==> src/rtl/core/itp_ram.sv <==
`timescale 1ns / 1ps
// ----------------------------------------------------------------------------
// itp_ram
// Generic single write, single read RAM with registered read data.
// ----------------------------------------------------------------------------
module itp_ram #(
    parameter int WIDTH = 8,
    parameter int DEPTH = 32
) (
    input  logic                     i_clk,
    input  logic                     i_we,
    input  logic [$clog2(DEPTH)-1:0] i_waddr,
    input  logic [WIDTH-1:0]         i_wdata,
    input  logic [$clog2(DEPTH)-1:0] i_raddr,
    output logic [WIDTH-1:0]         o_rdata
);

    logic [WIDTH-1:0] r_mem [DEPTH];
    logic [WIDTH-1:0] r_rdata;

    always_ff @(posedge i_clk) begin
        if (i_we) begin
            r_mem[i_waddr] <= i_wdata;
        end
        r_rdata <= r_mem[i_raddr];
    end

    assign o_rdata = r_rdata;

endmodule

==> config.mk <==
export PLATFORM = sky130hd
export DESIGN_NAME = itp_ram
export DESIGN_NICKNAME = d
export VERILOG_FILES = /design/src/rtl/core/itp_ram.sv
export SDC_FILE = /design/constraint.sdc
export NUM_CORES = 1
export LEC_CHECK = 0
export BUFFER_PORTS_ARGS = -buffer_cell sky130_fd_sc_hd__buf_2
export CAP_MARGIN = 20
export CELL_PAD_IN_SITES_DETAIL_PLACEMENT = 0
export CELL_PAD_IN_SITES_GLOBAL_PLACEMENT = 2
export CORE_MARGIN = 10
export CORE_UTILIZATION = 45
export DETAILED_ROUTE_END_ITERATION = 16
export PLACE_DENSITY_LB_ADDON = 0.15
export SYNTH_ARGS = -nofsm -noshare
export SYNTH_HDL_FRONTEND = slang
export SYNTH_SLANG_ARGS = --single-unit
==> constraint.sdc <==
create_clock -name i_clk -period 1.9 [get_ports i_clk]
set_input_delay 0.19 -clock i_clk [delete_from_list [all_inputs] [get_ports i_clk]]
set_output_delay 0.19 -clock i_clk [all_outputs]
set_load 0.05 [all_outputs]
==> key figures, run 1 <==
Outcome
  • Status: finished, final reports clean

Worst hold path
  • Worst hold stages: 2
  • Worst Hold Class: input port to register

STA
  • RSZ-0062 raised after global routing: false
  • Slew margin rel.: between 50% and 60%
  • Setup violators final: 0
  • Clock Skews: between 0.01 and 0.015 ns
  • Period utilisation layout: between 90 and 100%
  • Final Hold Fails: 0
  • Post-layout min period: about 1.8 ns
  • Hold_ws: around 0.15 ns
  • Worst Tran Pin Value: between 0.6 and 0.7 ns
  • Slew Limit Fails: 0
  • Max Freq: approximately 0.54 GHz

Route
  • WL per Instance: 27.3 µm
  • Via density: ~5.7
  • Drt first pass iters: 4
  • Via count: 4,537
  • Routed Antenna Nets: 0
  • Number of DRC markers in iteration 0: between 400 and 500
  • WL final: about 22,000 µm
  • DR DRC count: 0

Placed design
  • RePlAce Congestion: between 0.7 and 0.8
  • Dpl hpwl: around 14,000 µm
  • IO Port Bufs: 27

Pwr
  • VDD IR max: between 0.0005 and 0.0006 V
  • Leakage: ~0.0037 µW
  • Total power: roughly 12,000 µW
  • Power density over cell area: 1050 nW/µm²

Worst setup path
  • Arrival time at the worst endpoint: between 2 and 2.5 ns
  • Crit-path cells: mux4_2 -> mux4_2 -> mux2_2
  • Crit-path slowest cell: mux4_2
  • Critical Path RT: between 2 and 2.5 ns
  • WS Path Type: register to register
  • Critical path startpoint category: register
  • Most common cell on crit path: mux4_2
  • CP max stage delay: roughly 0.54 ns
  • Setup crit end kind: register
  • Worst-path fanout max: 1
  • Worst reg2reg path depth: 3

Clocking
  • Clock insertion delay at the later pin of the skew report: 0.52 ns
  • Max Root-Sink Buffers: 3
  • Root Driver: clkbuf_16
  • Setup bufs post-CTS: 0
  • CTS Buf Count: 26
  • Clock Pin Slew Worst Setup and Hold Paths: ~0.06 ns
  • # clock sinks: 264
  • CTS tree: yes
  • CTS Hold Bufs: 0
  • H-tree levels: 1
  • Number of gates resized after CTS: 0

Synthesis
  • Synth Register Bits: ~260
  • Seq/Total Area, Yosys: between 70% and 80%
  • Yosys top cell by area: edfxtp_1
  • Syn Inst Count: 417
  • Synth top area cells: edfxtp_1, mux4_2, dfxtp_1
  • Yosys top cell area share: between 70% and 80%
  • Post-Syn Nets: 437
  • Netlist cell types: 15
  • Synth Cell Area: 10,100 µm²
  • Syn Area/Cell: between 20 and 25 µm²
  • Yosys warning count: 0

Die
  • I/O pins: 28
  • Die width: about 170 µm
  • Die H: approximately 170 µm
  • Core Region: roughly 22,000 µm²
  • Initial core utilization: between 40% and 50%
  • Die area: 28,700 µm²
  • Row cnt: between 50 and 60

Cells and area
  • Area grow syn2layout: 16.3%
  • Number of nets in the layout: slightly above 500
  • Ant diodes: 0
  • Proportion of layout cells with a drive suffix above 1: about two fifths
  • Filler cell count: about 1,700

Global routing
  • Vias in the first global route: about 4,700
  • First-pass GRT wire length: ~32,000 µm
  • Initial antenna violation count: 0
  • Grt ovf: 0
  • Total GRT Usage: between 10% and 20%
  • Largest net degree at the start of global routing: 33

Job
  • Max_cap viols: 0
stage by stage:
| step | instance area (µm²) | util, % | instances | setup TNS, ns | worst slack, ns |
|---|---|---|---|---|---|
| floorplan | 10100 | - | 417 | 0 | 0.0245 |
| global placement | 10800 | 49.5 | 745 | -1.62 | -0.263 |
| detailed placement | 10800 | 49.5 | 745 | -1.63 | -0.262 |
| CTS | 11700 | 53.4 | 793 | 0 | 0.0448 |
| global route | 11700 | 53.4 | 793 | 0 | 0.0324 |
| finish | 11700 | 53.4 | 793 | 0 | 0.0563 |
sequential cells by signal, indices dropped and copies added (netlist names):
signal	count
o_rdata	8
r_mem	256
path summary, 6_finish.rpt:
check / slack, ns / end / start
worst max register to register: 0.06 / o_rdata[4] / r_mem[13][4]
worst max-delay path: 0.06 / o_rdata[4] / r_mem[13][4]
worst min register to register: 0.90 / o_rdata[6] / r_mem[18][6]
worst min-delay path: 0.15 / o_rdata[3] / i_raddr[3]
report_power, final:
part | switching (µW) | internal [µW] | leakage (µW)
Combinational | 434 | 293 | 0.000954
Sequential | 29.3 | 6470 | 0.00237
Clock | 2090 | 3000 | 0.000419
Total | 2550 | 9770 | 0.00375
layer usage:
layer / vias to the layer above / part of all wire (%) / GRT usage, %
met3: 29 / 6.0 / 2.32
met4: 0 / 1.6 / 3.75
met1: 2433 / 46 / 22.9
li1: 1932 / - / -
met5: - / 0 / 0
met2: 143 / 47 / 22.9
cell families after synthesis:
kind of cell	share of synthesized area (%)
multiplexers	18.8
buffers and inverters	1.06
AND/OR/NAND/NOR	2.07
flip-flops	78.1
cells in the mapped netlist:
cell,number
or3b_2,3
or3_1,1
buf_4,6
mux2_2,8
nor2_1,33
edfxtp_1,256
mux4_2,80
buf_6,1
buf_2,1
nand2_1,1
clkbuf_1,6
nand3b_1,5
nand3_1,2
buf_1,6
dfxtp_1,8
critical path: cells and delay by family, from the launching register on:
family        cells  cell delay [ns]
flip-flops        1             0.36
multiplexers      3             1.36
final cells by class:
class | count | area (µm²) | area share (%)
clock buffer | 32 | 694 | 5.94
clock inverter | 16 | 156 | 1.34
multi-input combinational | 133 | 2100 | 18.0
sequential | 264 | 7850 | 67.1
tap | 280 | 350 | 3.00
timing repair buffer | 68 | 546 | 4.67
layout by cell type, fill, tap and decap left out:
cell type   instances
clkbuf_16          27
nor2_1             33
or3_1               1
edfxtp_1          256
buf_2              26
or3b_2              3
dfxtp_1             8
clkinvlp_4          1
buf_12              8
clkbuf_1            5
buf_4              34
nand3b_1            5
mux4_2             80
bufinv_16           3
clkinv_2            7
clkinv_4            1
mux2_2              8
clkinv_1            4
nand3_1             2
nand2_1             1
No activity file was read; power rests on OpenSTA's default activity.
==> run 2, diff against run 1 <==
- GPL_ROUTABILITY_DRIVEN: default -> 0
- clock period: 1.9 -> 1.67 ns (I/O delays scaled with it)
==> key figures, run 2 (synthesized netlist as in run 1, its figures left out) <==
Outcome
  • Status: complete, but fails checks
  • Failing checks: setup timing

STA
  • Clock Skews: approximately 0.0055 ns
  • Slew Limit Fails: 0
  • Post-layout min period: 1.85 ns
  • Setup WS post-layout: -0.179 ns
  • Worst Tran Pin Value: 0.651 ns
  • Max Freq: roughly 0.54 GHz
  • RSZ-0062 raised after global routing: true
  • Hold_ws: between 0.1 and 0.15 ns
  • Slew margin rel.: between 50 and 60%
  • Setup violators final: 8
  • Final Hold Fails: 0
  • Period utilisation layout: 111%

Clocking
  • H-tree levels: 1
  • Number of gates resized after CTS: 3
  • # clock sinks: around 260
  • Clock Pin Slew Worst Setup and Hold Paths: approximately 0.06 ns
  • Clock insertion delay at the later pin of the skew report: roughly 0.52 ns
  • Root Driver: clkbuf_16
  • CTS Buf Count: 27
  • Max Root-Sink Buffers: 3
  • CTS Hold Bufs: 0
  • Setup bufs post-CTS: 0
  • CTS tree: yes

Global routing
  • Grt ovf: 0
  • Largest net degree at the start of global routing: 33
  • Total GRT Usage: about 16%
  • First-pass GRT wire length: approximately 33,000 µm
  • Vias in the first global route: roughly 4,800
  • Initial antenna violation count: 0

Worst setup path
  • Critical path startpoint category: register
  • Most common cell on crit path: mux4_2
  • CP top delay family: multiplexers
  • Crit-path cells: mux4_2 -> mux4_2 -> mux2_4
  • Arrival time at the worst endpoint: between 2 and 2.5 ns
  • Crit path buffers/inverters: 0
  • Worst-path fanout max: 1
  • WS Path Type: register to register
  • CP Depth: 3
  • Setup crit end kind: register
  • Critical Path RT: around 2.1 ns
  • Crit-path slowest cell: mux4_2
  • Worst reg2reg path depth: 3
  • CP max stage delay: approximately 0.54 ns

Cells and area
  • Multi-input logic area: between 2000 and 2500 µm²
  • Area grow syn2layout: 17.5%
  • Design area: 11,800 µm²
  • Register area: 7850 µm²
  • Max reg flops: 256
  • Proportion of layout cells with a drive suffix above 1: around two fifths
  • Filler cell count: approximately 1,700
  • Number of nets in the layout: 526
  • Most frequent cells in the layout: edfxtp_1, mux4_2, buf_4
  • Top reg by flops: r_mem
  • Commonest non-fill, non-tap cell in the layout: edfxtp_1
  • Ant diodes: 0

Pwr
  • VDD IR max: 0.000615 V
  • Leakage: between 0.003 and 0.004 µW
  • Power density over cell area: 1210 nW/µm²

Placed design
  • IO Port Bufs: 27
  • Dpl hpwl: between 10,000 and 15,000 µm
  • Post-place setup slack: -0.461 ns
  • Cell Area, Placed: around 11,000 µm²

Die
  • Core Region: roughly 22,000 µm²
  • Die H: roughly 170 µm
  • I/O pins: 28
  • Die width: between 150 and 200 µm
  • Die area: 28,700 µm²
  • Row cnt: between 50 and 60
  • Initial core utilization: 45.9%

Route
  • Drt first pass iters: 7
  • DR DRC count: 0
  • WL final: around 22,000 µm
  • WL per Instance: approximately 28 µm
  • Routed Antenna Nets: 0
  • Via density: ~5.7
  • Number of DRC markers in iteration 0: between 500 and 600
  • Via count: 4,599

Job
  • Max_cap viols: 0

Worst hold path
  • Worst Hold Class: input port to register
  • Worst hold stages: 2
-- run 2: through the flow --
step                instances  setup TNS, ns  power, µW  utilization (%)
floorplan                 417         -0.752       8050                -
global placement          757          -3.33       8400             49.9
detailed placement        757          -3.38       8410             49.9
CTS                       803          -1.05      14400             54.0
global route              803          -1.23      14700             54.0
finish                    803          -1.02      14300             54.0
-- run 2: metal layers --
metal	GRT usage, %	wire length [µm]
met5	0	0
met4	3.04	240
met3	2.83	1580
met2	23.7	10400
met1	23.5	10000
-- run 2: area by class of cell --
type / count / area share, %
Sequential cell: 264 / 66.4
Multi-Input combinational cell: 133 / 17.9
Clock buffer: 35 / 6.14
Timing Repair Buffer: 80 / 5.27
Tap cell: 280 / 2.96
Clock inverter: 11 / 1.32
-- run 2: final timing paths --
kind,startpoint,endpoint,slack (ns)
worst max register to register,r_mem[7][4],o_rdata[4],-0.18
worst min-delay path,i_raddr[3],o_rdata[5],0.13
worst min register to register,r_mem[23][1],o_rdata[1],0.90
worst max-delay path,r_mem[7][4],o_rdata[4],-0.18
-- run 2: report_power, final --
part	switching [µW]	leakage, µW	internal [µW]	total [µW]
logic	500	0.00102	354	854
registers	45.8	0.00237	7370	7410
clock network	2350	0.000432	3650	6000
total	2890	0.00383	11400	14300
==> run 3, diff against run 2 <==
- RECOVER_POWER: default -> 25
==> key figures, run 3 (synthesized netlist as in run 1, its figures left out) <==
Outcome
  • Status: complete, but fails checks
  • Failing checks: capacitance limit, slew limit, setup timing

Cells and area
  • Commonest non-fill, non-tap cell in the layout: edfxtp_1
  • Top reg by flops: r_mem
  • Register area: a little under 8000 µm²
  • Multi-input logic area: 2110 µm²
  • Core Util, Final: between 50% and 60%
  • Filler cell count: 1,691
  • Number of nets in the layout: between 500 and 600
  • Design area: approximately 12,000 µm²
  • Fin cells: about 800
  • Most frequent cells in the layout: edfxtp_1, mux4_2, buf_4
  • Proportion of layout cells with a drive suffix above 1: between 30% and 40%
  • Ant diodes: 0
  • Area grow syn2layout: 17.5%
  • Max reg flops: ~260

Clocking
  • Clock insertion delay at the later pin of the skew report: 0.52 ns
  • Clock Pin Slew Worst Setup and Hold Paths: roughly 0.060 ns
  • Root Driver: clkbuf_16
  • Number of gates resized after CTS: 3
  • CTS Buf Count: 27
  • CTS tree: yes
  • CTS Hold Bufs: 0
  • Setup bufs post-CTS: 0
  • H-tree levels: 1
  • # clock sinks: around 260
  • Max Root-Sink Buffers: 3

Job
  • Max_cap viols: 3

STA
  • Clock Skews: between 0.004 and 0.005 ns
  • Slew Limit Fails: 66
  • Slew margin rel.: -3.94%
  • Setup violators final: 8
  • Post-layout min period: 1.85 ns
  • Final Hold Fails: 0
  • Max Freq: 0.541 GHz
  • Setup TNS: -1.01 ns
  • Worst Tran Pin Value: between 1.5 and 2 ns
  • RSZ-0062 raised after global routing: true
  • Period utilisation layout: 111%
  • Setup WS post-layout: -0.177 ns

Route
  • Via count: about 4,600
  • WL final: 22,300 µm
  • DR DRC count: 0
  • Routed Antenna Nets: 0
  • Via density: 5.73
  • WL per Instance: around 28 µm
  • Number of DRC markers in iteration 0: 576
  • Drt first pass iters: 7

Worst setup path
  • Worst-path fanout max: 1
  • Setup crit end kind: register
  • R2r setup slk: -0.18 ns
  • WS Path Type: register to register
  • Critical Path RT: between 2 and 2.5 ns
  • Arrival time at the worst endpoint: 2.26 ns
  • Reg2Reg Capture Point: o_rdata[4]
  • Worst reg2reg path depth: 3
  • Critical path startpoint category: register
  • RR Startpoint: r_mem[7][4]

Pwr
  • Sw Pwr: just under 3000 µW
  • Int Pwr: approximately 11,000 µW
  • Seq pwr share: 52.0%
  • Leakage: between 0.003 and 0.004 µW
  • Switching Fraction: roughly a fifth
  • VDD IR max: just over 0.0006 V
  • Combinational share of power: under 10%
  • Power density over cell area: ~1200 nW/µm²
  • Clock share of power: 42.0%

Die
  • Initial core utilization: 45.9%
  • Row cnt: between 50 and 60
  • I/O pins: 28
  • Die width: 169 µm
  • Die area: about 29,000 µm²
  • Core Region: about 22,000 µm²
  • Die H: about 170 µm

Worst hold path
  • Worst Hold Class: input port to register
  • Worst hold stages: 2
  • Hold Path End: o_rdata[5]
  • Min-delay src: i_raddr[3]

Global routing
  • First-pass GRT wire length: 32,900 µm
  • Vias in the first global route: 4,777
  • Initial antenna violation count: 0
  • Largest net degree at the start of global routing: 33
  • Total GRT Usage: between 10% and 20%
  • Grt ovf: 0

Placed design
  • Dpl hpwl: 14,700 µm
  • IO Port Bufs: 27
  • Placed cell count: approximately 760
  • Cell Area, Placed: 10,900 µm²
  • Post-place setup slack: -0.461 ns
## run 3: final cells by class
class | instances | area share [%]
Sequential cell | 264 | 66.4
Multi-Input combinational cell | 133 | 17.9
Tap cell | 280 | 2.97
Clock buffer | 35 | 6.14
Clock inverter | 11 | 1.32
Timing Repair Buffer | 80 | 5.21
## run 3: critical path, stage by stage (launching register included)
cell and delay, ns:
edfxtp_1 0.40, mux4_2 0.51, mux4_2 0.54, mux2_4 0.29
## run 3: power by group through the flow
stage	combinational (µW)	sequential, µW	clock [µW]
global placement	844	7550	0
CTS	867	7420	6100
global route	907	7420	6380
floorplan	424	7620	0
detailed placement	857	7560	0
finish	851	7420	5990
## run 3: worst max path at each step
stage,start,to,slack (ns),depth (start not counted)
global placement,i_raddr[0],o_rdata[4],-0.46,5
detailed placement,i_raddr[0],o_rdata[4],-0.46,5
finish,r_mem[7][4],o_rdata[4],-0.18,3
CTS,r_mem[5][4],o_rdata[4],-0.18,3
global route,r_mem[5][4],o_rdata[4],-0.19,3
floorplan,i_raddr[0],o_rdata[0],-0.09,5
## run 3: per-layer routing
| layer | part of all wire, % | routed length, µm | vias up | global-route usage, % |
|---|---|---|---|---|
| met1 | 45 | 9990 | 2461 | 23.5 |
| li1 | - | - | 1952 | - |
| met3 | 7.2 | 1590 | 23 | 2.83 |
| met2 | 47 | 10400 | 162 | 23.7 |
| met5 | 0 | 0 | - | 0 |
| met4 | 1.1 | 240 | 0 | 3.04 |
## run 3: through the flow
step                hold slack (ns)  power [µW]
floorplan                     0.266        8050
global placement              0.665        8400
detailed placement            0.652        8410
CTS                           0.100       14400
global route                  0.109       14700
finish                        0.129       14300
