<file path="src/rtl/core/itp_pkg.sv">
`timescale 1ns / 1ps
// ----------------------------------------------------------------------------
// itp_pkg
// Shared types and constants for the INI text parser core.
// ----------------------------------------------------------------------------
package itp_pkg;

    localparam int ENTRY_MAX   = 32;
    localparam int SECTION_LEN = 32;
    localparam int KEY_LEN     = 32;
    localparam int VALUE_LEN   = 64;
    localparam int LINE_MAX    = 128;

    localparam int ENT_W  = 5;
    localparam int CNT_W  = 6;
    localparam int SEC_W  = 5;
    localparam int KEY_W  = 5;
    localparam int VAL_W  = 6;
    localparam int LINE_W = 7;

    localparam logic [2:0] KIND_READ  = 3'd0;
    localparam logic [2:0] KIND_SKIP  = 3'd1;
    localparam logic [2:0] KIND_SECT  = 3'd2;
    localparam logic [2:0] KIND_ADD   = 3'd3;
    localparam logic [2:0] KIND_OVER  = 3'd4;
    localparam logic [2:0] KIND_FULL  = 3'd5;

    localparam logic OP_TEXT = 1'b0;
    localparam logic OP_READ = 1'b1;

    localparam logic [1:0] PART_SECT = 2'd0;
    localparam logic [1:0] PART_KEY  = 2'd1;
    localparam logic [1:0] PART_VAL  = 2'd2;

    localparam logic [7:0] CH_NUL   = 8'h00;
    localparam logic [7:0] CH_TAB   = 8'h09;
    localparam logic [7:0] CH_LF    = 8'h0A;
    localparam logic [7:0] CH_CR    = 8'h0D;
    localparam logic [7:0] CH_SPACE = 8'h20;
    localparam logic [7:0] CH_HASH  = 8'h23;
    localparam logic [7:0] CH_SEMI  = 8'h3B;
    localparam logic [7:0] CH_EQ    = 8'h3D;
    localparam logic [7:0] CH_LBRK  = 8'h5B;
    localparam logic [7:0] CH_RBRK  = 8'h5D;

    typedef struct packed {
        logic       opcode;
        logic [7:0] text_byte;
        logic       last_byte;
        logic [4:0] read_entry;
        logic [1:0] read_part;
        logic [5:0] read_pos;
    } t_in;

    typedef struct packed {
        logic [2:0] result_kind;
        logic [4:0] entry_index;
        logic [5:0] entry_count;
        logic [7:0] read_char;
        logic       text_done;
    } t_out;

    // Trim and split marks gathered over one pass of the line
    typedef struct packed {
        logic              ended;
        logic              nb_seen;
        logic [LINE_W-1:0] lo;
        logic [7:0]        first;
        logic              hi_set;
        logic [LINE_W-1:0] hi;
        logic              eq_found;
        logic              khi_set;
        logic [LINE_W-1:0] khi;
        logic              v_found;
        logic [LINE_W-1:0] vlo;
        logic              close_found;
        logic              s_found;
        logic [LINE_W-1:0] slo;
        logic              shi_set;
        logic [LINE_W-1:0] shi;
    } t_scan;

endpackage

</file>
<file path="src/rtl/core/itp_scan.sv">
`timescale 1ns / 1ps
// ----------------------------------------------------------------------------
// itp_scan
// Collects trim, '=' and bracket marks from the line bytes, one per cycle.
// ----------------------------------------------------------------------------
module itp_scan (
    input  logic                        i_clk,
    input  logic                        i_rst_n,
    input  logic                        i_clear,
    input  logic                        i_valid,
    input  logic [itp_pkg::LINE_W-1:0]  i_idx,
    input  logic [7:0]                  i_byte,
    output itp_pkg::t_scan              o_scan
);

    itp_pkg::t_scan r_s;
    itp_pkg::t_scan n_s;

    logic                       sp;
    logic                       spcr;
    logic                       nb_now;
    logic                       in_sect;
    logic [itp_pkg::LINE_W-1:0] idx_inc;

    always_comb begin
        sp      = (i_byte == itp_pkg::CH_SPACE) || (i_byte == itp_pkg::CH_TAB);
        spcr    = sp || (i_byte == itp_pkg::CH_CR);
        nb_now  = r_s.nb_seen || !sp;
        in_sect = r_s.nb_seen && (r_s.first == itp_pkg::CH_LBRK) && !r_s.close_found;
        idx_inc = i_idx + 1'b1;
        n_s     = r_s;
        if (i_valid && !r_s.ended) begin
            if (i_byte == itp_pkg::CH_NUL) begin
                n_s.ended = 1'b1;
            end else begin
                if (!r_s.nb_seen && !sp) begin
                    n_s.nb_seen = 1'b1;
                    n_s.lo      = i_idx;
                    n_s.first   = i_byte;
                end
                if (nb_now && !spcr) begin
                    n_s.hi_set = 1'b1;
                    n_s.hi     = idx_inc;
                end
                if (nb_now && !r_s.eq_found) begin
                    if (i_byte == itp_pkg::CH_EQ) begin
                        n_s.eq_found = 1'b1;
                    end else if (!spcr) begin
                        n_s.khi_set = 1'b1;
                        n_s.khi     = idx_inc;
                    end
                end
                if (r_s.eq_found && !r_s.v_found && !sp) begin
                    n_s.v_found = 1'b1;
                    n_s.vlo     = i_idx;
                end
                if (in_sect) begin
                    if (i_byte == itp_pkg::CH_RBRK) begin
                        n_s.close_found = 1'b1;
                    end else begin
                        if (!r_s.s_found && !sp) begin
                            n_s.s_found = 1'b1;
                            n_s.slo     = i_idx;
                        end
                        if ((r_s.s_found || !sp) && !spcr) begin
                            n_s.shi_set = 1'b1;
                            n_s.shi     = idx_inc;
                        end
                    end
                end
            end
        end
    end

    always_ff @(posedge i_clk) begin
        if (!i_rst_n || i_clear) begin
            r_s <= '0;
        end else begin
            r_s <= n_s;
        end
    end

    assign o_scan = r_s;

endmodule

</file>
<file path="config.mk">
export PLATFORM = sky130hd
export DESIGN_NAME = itp_scan
export DESIGN_NICKNAME = d
export VERILOG_FILES = /design/src/rtl/core/itp_pkg.sv /design/src/rtl/core/itp_scan.sv
export SDC_FILE = /design/constraint.sdc
export NUM_CORES = 1
export LEC_CHECK = 0
export BUFFER_PORTS_ARGS = -buffer_cell sky130_fd_sc_hd__buf_4
export CELL_PAD_IN_SITES_DETAIL_PLACEMENT = 1
export CELL_PAD_IN_SITES_GLOBAL_PLACEMENT = 1
export CORE_MARGIN = 4
export CORE_UTILIZATION = 37
export CTS_CLUSTER_SIZE = 12
export DETAILED_ROUTE_END_ITERATION = 16
export PLACE_DENSITY_LB_ADDON = 0.05
export SLEW_MARGIN = 15
export SYNTH_ARGS = -nofsm -noshare
export SYNTH_HDL_FRONTEND = slang
export SYNTH_SLANG_ARGS = --single-unit
</file>
<file path="constraint.sdc">
create_clock -name i_clk -period 2.1 [get_ports i_clk]
set_input_delay 0.42 -clock i_clk [delete_from_list [all_inputs] [get_ports i_clk]]
set_output_delay 0.42 -clock i_clk [all_outputs]
set_load 0.02 [all_outputs]
</file>
==> flow_summary_export.csv, run 1 <==
group,metric,value,unit
worst_setup_path,path_class,"input pin to flip-flop",
finish,syn_to_final_growth,34.5,%
clocking,htree_levels,3,
synth,syn_area_per_cell,9.40,um^2
floorplan,start_util,38.8,%
synth,synth-seq-area-share,47.1,%
power,p_sw,620,uW
clocking,postCtsHoldBufs,0,
timing,clock_skew,8.36,ps
job,drv_cap,0,
placement,dp_hpwl,5370,um
worst_setup_path,worstRegToRegCells,5,
worst_setup_path,startpoint_type,"input pin",
worst_setup_path,arrival,1920,ps
finish,final_area,0.00337,mm^2
synth,synth_area,0.00251,mm^2
global_routing,grt_usage,18.3,%
detailed_routing,first_pass_iters,5,
worst_setup_path,regToRegSetupSlack,510,ps
worst_setup_path,critPathCaptureType,"flip-flop",
synth,synth_fa_ha_area_share,0.499,%
placement,place.gp.congestion,0.773,
global_routing,grt_max_degree,68,
timing,tns,0,ps
placement,placed_area,0.00319,mm^2
timing,grt_setup_unrepaired,"no",
power,p_seq_share,49.0,%
timing,tightestPinTransition,613,ps
finish,largest_register_ffs,59,
clocking,cts-buffers-inserted,9,
power,irDropWorstVdd,0.000460,V
finish,register_area,0.00118,mm^2
floorplan,die_w,90.3,um
detailed_routing,vias,2225,
min_path,hp-start,"i_valid",
timing,fmaxAchievable,0.605,GHz
clocking,cts_tree,"yes",
timing,finalSetupViolations,0,
global_routing,grt_pass1_wl,12000,um
finish,drive_gt1_share,31.4,%
floorplan,rows,29,
power,p_leak,0.00151,uW
detailed_routing,viasPerCell,5.17,
global_routing,grt_pass1_vias,2396,
finish,layout_commonest_cell,"buf_4",
timing,relSlewSlack,59.1,%
status,outcome,"completed",
clocking,cts.sinks,59,
finish,antenna_cells,0,
synth,synth-simple-area-share,23.9,%
detailed_routing,wl_per_cell,16.7,um
floorplan,die_area,0.00816,mm^2
floorplan,dieHeight,90.3,um
clocking,path_clk_slew,70,ps
min_path,hp-class,"input pin to flip-flop",
synth,synthCells,267,
power,power.density,699,mW/mm^2
synth,yosys_warnings,0,
clocking,clock_latency,340,ps
finish,final_net_count,368,
detailed_routing,wirelength,7170,um
clocking,clockRootBuffer,"clkbuf_8",
finish,multi_input_area,0.00126,mm^2
synth,yosys_register_bits,59,
synth,synth-xor-area-share,1.05,%
timing,fin_crit_sh,78.7,%
finish,fill_cells,769,
clocking,cts_resized,0,
placement,port_buffers,77,
synth,yosys.cell_types.count,44,
timing,maxSlewViolCount,0,
clocking,clk_path_buf_depth,2,
floorplan,coreArea,0.00646,mm^2
timing,final-hold-violation-count,0,
min_path,holdPathEnd,"o_scan[58]",
worst_setup_path,path_max_fanout,6,
global_routing,antenna_found_initial,0,
detailed_routing,postRouteAntennaNets,0,
worst_setup_path,timing.rr.end,"o_scan[5]",
worst_setup_path,required,2360,ps
power,intPower,1740,uW
power,clockPowerShare,39.8,%
synth,synth_fp_nets,287,
power,p_sw_share,26.3,%
worst_setup_path,timing.rr.start,"o_scan[57]",
global_routing,gr-total-overflow,0,
synth,synth_compound_area_share,7.78,%
detailed_routing,drt-initial-drc-count,114,
synth,synth.area.mux_share,16.8,%
detailed_routing,drc,0,
synth,synth_top_family_by_area,"simple AND/OR/NAND/NOR gates",
min_path,hold_depth,3,
finish,final_cell_mix,"buf_4 (83), nand2_1 (63), dfxtp_1 (59)",
clocking,cts_setup_buffers,0,
power,p_comb_share,11.1,%
timing,timing.final.crit_period,1650,ps
floorplan,ios,78,
power groups by stage:
stage | Clock [uW] | Sequential, uW | Combinational, uW
2_1_floorplan | 0 | 1210 | 117
4_1_cts | 966 | 1160 | 267
5_1_grt | 1030 | 1160 | 284
3_3_place_gp | 0 | 1180 | 261
6_report | 940 | 1160 | 262
3_5_place_dp | 0 | 1180 | 265
area by class of cell:
type                       count  area share, %
clock inverter                 4          0.742
tap                           77           2.86
timing repair buffer          84           19.1
clock buffer                  12           4.60
inverter                       3          0.334
sequential                    59           35.0
multi-input combinational    191           37.4
cells in the mapped netlist (all sizes together):
master,n,area (um^2)
nor3,12,65.1
nor2b,2,12.5
and3b,1,8.76
nor4b,1,15.0
buf,2,16.3
dfxtp,59,1180
o41a,1,11.3
a41oi,1,8.76
and4bb,2,25.0
nand2,63,236
or2,1,6.26
nand4,4,46.3
and4,1,8.76
mux2i,42,420
a31oi,2,12.5
nand3b,2,15.0
xor2,1,8.76
and4b,1,10.0
inv,3,11.3
nor2,8,30.0
nor4bb,1,10.0
nor4,4,25.0
a21oi,12,60.1
clkbuf,12,45.0
ha,1,12.5
a211o,1,8.76
a211oi,2,20.0
nand4b,2,23.8
or4,1,11.3
o21a,5,37.5
xnor2,2,17.5
nor3b,1,7.51
nand3,5,25.0
nand2b,3,18.8
o211ai,1,7.51
o21ai,5,28.8
how the worst max path moves through the flow:
stage	start	to	slack [ps]	cells past startpoint
floorplan	i_byte[7]	o_scan[53]	370	4
global placement	i_byte[7]	o_scan[18]	170	5
detailed placement	i_byte[7]	o_scan[17]	130	5
CTS	i_byte[7]	o_scan[17]	430	5
global route	i_byte[7]	o_scan[17]	380	5
finish	i_byte[7]	o_scan[17]	450	5
cell families (layout without fill, tap and decap cells):
family | count (synthesis) | in the layout
AND/OR/NAND/NOR | 115 | 115
flip-flops | 59 | 59
multiplexers | 42 | 42
AO/OA/AOI/OAI | 30 | 30
buffers and inverters | 17 | 103
XOR/XNOR | 3 | 3
adder cells (fa/ha/maj) | 1 | 1
metrics by stage:
stage / utilization (%) / worst slack (ps) / power, uW / hold slack, ps / std cells
final: 52.2 / 446 / 2360 / 329 / 430
after global routing: 52.2 / 384 / 2480 / 319 / 430
after CTS: 52.2 / 435 / 2390 / 322 / 430
after detailed placement: 49.5 / 128 / 1450 / 449 / 414
after global placement: 49.5 / 173 / 1440 / 440 / 414
after floorplan: - / 373 / 1330 / 517 / 267
worst max-delay path, cell delays in order:
cell and delay, ps:
buf_4 120, or4_4 570, a211o_1 360, nand4b_2 220, mux2i_1 230
per-layer routing:
metal | vias to the layer above | track usage (%) | routed length (um)
li1 | 1096 | - | -
met1 | 1063 | 22.5 | 3260
met2 | 57 | 29.1 | 3400
met3 | 9 | 6.83 | 407
met4 | 0 | 7.27 | 102
met5 | - | 0 | 0
(Power assumes the default switching activity.)
==> run 2: changes to the inputs <==
- CORE_UTILIZATION: 37 -> 34
- clock period: 2.1 -> 1.5 ns (I/O delays scaled with it)
==> run 2 against run 1 <==
The flow now finishes with violations (setup timing). Critical path depth did not move. Die area rose by 8.0%. Sequential share of layout area fell by 3.4 points. Sequential cell count did not move. Design area rose by 12%. Power rose by 49%. Clock-buffer cell count fell by 2. Clock power rose by 57%. Clock skew rose by 6.1 ps. Largest power group unchanged. Highest routed layer unchanged.
==> flow_summary_export.csv, run 2 (synthesized netlist as in run 1, its figures left out) <==
group,metric,value,unit
worst_setup_path,required,1700,ps
finish,syn_to_final_growth,50.2,%
finish,drive_gt1_share,39.9,%
finish,post-route-util,52.2,%
worst_setup_path,cpLargestDelayFamily,"simple AND/OR/NAND/NOR gates",
clocking,cts-buffers-inserted,9,
timing,grt_setup_unrepaired,"yes",
worst_setup_path,path_max_fanout,7,
power,power,3520,uW
detailed_routing,drc,0,
timing,fmaxAchievable,0.651,GHz
worst_setup_path,startpoint_type,"flip-flop",
placement,place.gp.congestion,0.775,
status,outcome,"finished with violations",
worst_setup_path,critPathSlowestCell,"dfxtp_4",
timing,tightestPinTransition,621,ps
placement,dp_hpwl,5970,um
status,violations,"setup timing",
power,irDropWorstVdd,0.000535,V
detailed_routing,viasPerCell,4.87,
worst_setup_path,critPathCaptureType,"flip-flop",
detailed_routing,vias,2347,
worst_setup_path,path_class,"flip-flop to flip-flop",
timing,fin_crit_sh,102,%
clocking,postCtsHoldBufs,0,
placement,dp_cells,462,
clocking,htree_levels,3,
worst_setup_path,regToRegSetupSlack,-40,ps
global_routing,grt_usage,18.5,%
timing,final-hold-violation-count,0,
clocking,clk_path_buf_depth,2,
detailed_routing,drt-initial-drc-count,63,
detailed_routing,wl_per_cell,16.6,um
power,p_leak,0.00169,uW
global_routing,antenna_found_initial,0,
worst_setup_path,crit_path_cell_trace,"nor4bb_4 > and4bb_2 > nand4_4 > buf_12 > mux2i_1",
global_routing,gr-total-overflow,0,
worst_setup_path,slowest_delay,360,ps
global_routing,grt_max_degree,68,
floorplan,coreArea,0.00721,mm^2
floorplan,start_util,34.8,%
timing,finalSetupViolations,13,
finish,final_net_count,398,
detailed_routing,postRouteAntennaNets,0,
global_routing,grt_pass1_wl,12700,um
finish,layout.cells.non_filler,482,
placement,port_buffers,77,
clocking,clockRootBuffer,"clkbuf_8",
timing,relSlewSlack,58.6,%
finish,final_cell_mix,"buf_4 (110), nand2_1 (63), dfxtp_1 (55)",
finish,antenna_cells,0,
clocking,cts_tree,"yes",
clocking,path_clk_slew,70,ps
worst_setup_path,arrival,1730,ps
timing,maxSlewViolCount,0,
min_path,hp-class,"input pin to flip-flop",
clocking,clock_latency,330,ps
detailed_routing,first_pass_iters,4,
finish,largest_register_ffs,59,
timing,layout_setup_ws,-36.0,ps
floorplan,dieHeight,93.9,um
job,drv_cap,0,
floorplan,die_w,93.9,um
worst_setup_path,path_buf_inv,1,
clocking,cts.sinks,59,
timing,timing.final.crit_period,1540,ps
floorplan,ios,78,
power,power.density,935,mW/mm^2
timing,clock_skew,14.5,ps
detailed_routing,wirelength,7980,um
floorplan,die_area,0.00882,mm^2
global_routing,grt_pass1_vias,2465,
finish,layout_commonest_cell,"buf_4",
floorplan,rows,31,
[run 2: changes by cell type in the layout (fill, tap and decap cells not counted), moves of 2 or more]
| cell | previous run | this run |
|---|---|---|
| dfxtp_4 | 0 | 2 |
| dfxtp_1 | 59 | 55 |
| clkinvlp_4 | 2 | 4 |
| buf_6 | 0 | 2 |
| dfxtp_2 | 0 | 2 |
| buf_4 | 83 | 110 |
[run 2: timing repair]
item                                    in CTS  in global routing
setup buffers                                4                  0
pin swaps                                    4                  6
endpoints found under the setup margin      29                 20
gates resized for setup                      7                  7
[run 2: area by class of cell]
type	instances	area [um^2]
fill	864	3450
multi-input combinational	191	1350
sequential	59	1190
timing repair buffer	114	888
clock buffer	10	138
tap	99	124
clock inverter	6	65.1
inverter	3	11.3
[run 2: power by group]
part	switching, uW	internal [uW]	leakage [uW]
Combinational	238	190	0.00112
Clock	669	809	0.0000905
Sequential	20.9	1600	0.000481
Total	927	2600	0.00169
[run 2: per-layer routing]
metal | vias up | part of all wire [%] | track usage, %
met5 | - | 0 | 0
met4 | 0 | 0.76 | 5.05
met3 | 7 | 3.9 | 4.33
met2 | 49 | 48 | 29.6
met1 | 1136 | 48 | 25.0
li1 | 1155 | - | -
[run 2: final timing paths]
kind,start,end,depth (start not counted)
max,o_scan[16],o_scan[6],5
min,i_valid,o_scan[58],3
max reg2reg,o_scan[16],o_scan[6],5
min reg2reg,o_scan[50],o_scan[50],2
[run 2: stage by stage]
step	hold slack [ps]	TNS (ps)	worst slack (ps)	cell area, um^2
floorplan	397	-1940	-67.0	2550
global placement	439	-14810	-413	3470
detailed placement	446	-13390	-361	3480
CTS	218	-278	-48.0	3750
global route	241	-1110	-97.9	3770
finish	224	-196	-36.0	3770
[run 2: worst min-delay path, stage by stage]
cell     delay (ps)
buf_4            90
a21oi_1          60
nor2_1           70
